$ cat src/sv/lzwu_ram.sv
`timescale 1ns / 1ps
`default_nettype none

module lzwu_ram #(
  parameter int WIDTH = 8,
  parameter int DEPTH = 256
) (
  input  wire logic                     clk,
  input  wire logic                     we,
  input  wire logic [$clog2(DEPTH)-1:0] waddr,
  input  wire logic [WIDTH-1:0]         wdata,
  input  wire logic [$clog2(DEPTH)-1:0] raddr,
  output logic      [WIDTH-1:0]         rdata
);

  logic [WIDTH-1:0] mem [DEPTH];

  // One write port, one registered read port
  always_ff @(posedge clk) begin
    if (we) mem[waddr] <= wdata;
    rdata <= mem[raddr];
  end

endmodule

`default_nettype wire

$ cat config.mk
export PLATFORM = sky130hd
export DESIGN_NAME = lzwu_ram
export DESIGN_NICKNAME = d
export VERILOG_FILES = /design/src/sv/lzwu_ram.sv
export SDC_FILE = /design/constraint.sdc
export NUM_CORES = 2
export LEC_CHECK = 0
export ABC_AREA = 1
export BUFFER_PORTS_ARGS = -buffer_cell sky130_fd_sc_hd__buf_2
export CAP_MARGIN = 30
export CELL_PAD_IN_SITES_DETAIL_PLACEMENT = 0
export CELL_PAD_IN_SITES_GLOBAL_PLACEMENT = 2
export CORE_MARGIN = 5
export CORE_UTILIZATION = 24
export CTS_CLUSTER_SIZE = 10
export DETAILED_ROUTE_END_ITERATION = 12
export GPL_ROUTABILITY_DRIVEN = 1
export PLACE_DENSITY = 0.49
export SETUP_SLACK_MARGIN = 0.3
export SLEW_MARGIN = 20
export SYNTH_ARGS = -nofsm -noshare
export SYNTH_HDL_FRONTEND = slang
export SYNTH_SLANG_ARGS = --single-unit
export TNS_END_PERCENT = 50
$ cat constraint.sdc
create_clock -name clk -period 4.9 [get_ports clk]
set_input_delay 0.49 -clock clk [delete_from_list [all_inputs] [get_ports clk]]
set_output_delay 0.49 -clock clk [all_outputs]
set_load 0.1 [all_outputs]
==> reports/metrics.cfg <==
[yosys]
syn_inst = 7003
synth-seq-area-share = 0.7394
syn_nets = 7029
synth_top_family_by_area = simple AND/OR/NAND/NOR gates
synth_warnings = 0
synthTopCellsByCount = nand2_1 (2123), edfxtp_1 (2048), nand3_1 (2019)
synthAdderAreaFrac = 0
syn_area_per_cell_um2 = 11.91
post-synth-top-count-cell = nand2_1
syn_area_um2 = 83400
synth_cell_type_count = 14
synth_compound_area_frac = 0
synth-seq-cells = 2056
synth_xor_area_frac = 0
post_synth_mux_area_share = 0
synth_top_area_frac = 0.7374
synth.area.top_cells = edfxtp_1 (74%), nand3_1 (12%), nand2_1 (9.6%)
synth-async-reset-ratio = 0
yosysTopAreaCell = edfxtp_1
ys.flop_type = edfxtp_1
yosys.area_share.simple = 0.2295
synth_edf_count = 2048

[placed_design]
dp_cells = 11339
io_buffers = 33
dp_hpwl_um = 172200
placedInstanceArea_um2 = 89300
gp_congestion = 0.7403
dpl_worst_slack_ns = 0.9782

[final_layout]
final_net_count = 7039
regArea_um2 = 61660
stdcell_area_um2 = 96230
final_cell_count_no_fill = 11737
syn2layout_area_growth_pct = 15.38
multi_input_area_um2 = 19210
fillCellCount = 35521
drive_gt1_frac = 0.07466
final_core_util = 0.2779

[cts]
clk_pin_slew_worst_paths_ns = 0.06
cts_resized = 0
cts.path.max_buffers = 4
cts_tree = built
cts_hold_buf = 2
cts-buffers-inserted = 243
postCtsSetupBuffers = 0
root_buffer = clkbuf_16
clock_latency_ns = 0.92
clock_sinks = 2056
htreeDepth = 4

[routing]
via_per_inst = 4.561
drtIter0Drc = 4098
dr.pass1.iters = 5
routed-via-count = 53529
post_drt_wl_per_cell_um = 25.76
ant_nets = 0
wl_um = 302300
drc_errors = 0

[sta]
worst_slew_pin_slew_ns = 1.094
timing.final.hold_violations = 0
worst_slack_ns = 1.804
clock_skew_ns = 0.09002
relSlewSlack = 0.2707
finalCritPeriodShare = 0.6319
slew_viol_final = 0
fmax_mhz = 323.0
rsz0062_at_grt = no
fin_tns_setup_ns = 0
fin_crit_ns = 3.096
setup-violations-final = 0
hold_ws_ns = 0.1024

[power_and_ir_drop]
power_per_cell_area_nw_per_um2 = 398.4
vdd_drop_max_mv = 0.2769
power.leakage_nw = 32.40
power_mw = 38.34

[worst_setup_path]
critPathKind = in2reg
cp.required_ns = 5.76
r2r_slack_ns = 2.66
start_kind = primary input
path_max_fanout = 115
crit_arrival_ns = 3.96
end_kind = flop

[grt]
grtUsageTotal = 0.1643
grt.overflow.total = 0
grt_pass1_wl_um = 424800
grt_pass1_vias = 53324
grt_start_max_net_pins = 138
antenna_found_initial = 27

[floorplan]
ioPinCount = 34
initial_utilization = 0.2409
die_w_um = 599.5
die_h_um = 599.5
dieArea_um2 = 359400
std_cell_rows = 216
core_um2 = 346200

[run]
drv_cap = 0

[hold_path]
hold_path.class = in2reg

[status]
status = finished, final reports clean

path summary, 6_finish.rpt:
kind | startpoint | end | cells after the start
setup / recovery | raddr[0] | rdata[3] | 14
hold reg to reg | mem[120][2] | rdata[2] | 10
setup reg to reg | mem[23][1] | rdata[1] | 10
hold / removal | wdata[4] | mem[122][4] | 1
report_power, final:
| group | internal (mW) | switching [mW] | total [mW] |
|---|---|---|---|
| Combinational | 0.547 | 2.00 | 2.55 |
| Sequential | 19.4 | 0.0327 | 19.4 |
| Clock | 9.14 | 7.22 | 16.4 |
kinds of logic after synthesis:
kind of cell           Yosys count
and+or+nand+nor               4425
DFF                           2056
buffers and inverters          522
cells in the final DEF (no fill, tap or decap), types with 3 or more instances in the layout:
cell type	count
nand2_1	2107
edfxtp_1	2048
nand3_1	2019
nor2_1	281
clkbuf_16	244
buf_4	159
clkbuf_1	95
buf_12	53
inv_1	32
clkinv_1	26
buf_2	20
buf_8	11
nand2_2	10
dfxtp_1	8
diode_2	7
clkinv_2	6
nand2_4	6
clkinv_16	4
clkbuf_8	3
buf_6	3
cell type report:
cell class,instances,share of cell area
antenna,7,0.0001820
clock buffer,342,0.06759
clock inverter,42,0.003628
inverter,39,0.001911
multi-input combinational,4425,0.1996
sequential,2056,0.6408
tap,4578,0.05953
timing repair buffer,248,0.02675
metal layers:
metal	share of wire	wire length [um]	global-route usage	vias up
li1	-	-	-	24874
met1	0.46	139400	0.2293	27259
met2	0.47	143000	0.2701	1028
met3	0.040	12070	0.02161	364
met4	0.026	7835	0.04129	4
met5	0.000069	21	0	-
registers in the layout, summed over array words and instances (netlist names):
signal / flops
mem: 2048
rdata: 8
worst max-delay path: stages:
cell,delay [ns]
buf_8,0.21
inv_16,0.36
buf_4,0.48
buf_4,0.34
nand2_1,0.08
nand3_1,0.11
nand3_1,0.09
nand3_1,0.09
nand3_1,0.23
nand3_1,0.15
nand3_1,0.51
nand2_1,0.20
nand2_1,0.09
nand2_1,0.08
No activity file was read; power rests on OpenSTA's default activity.
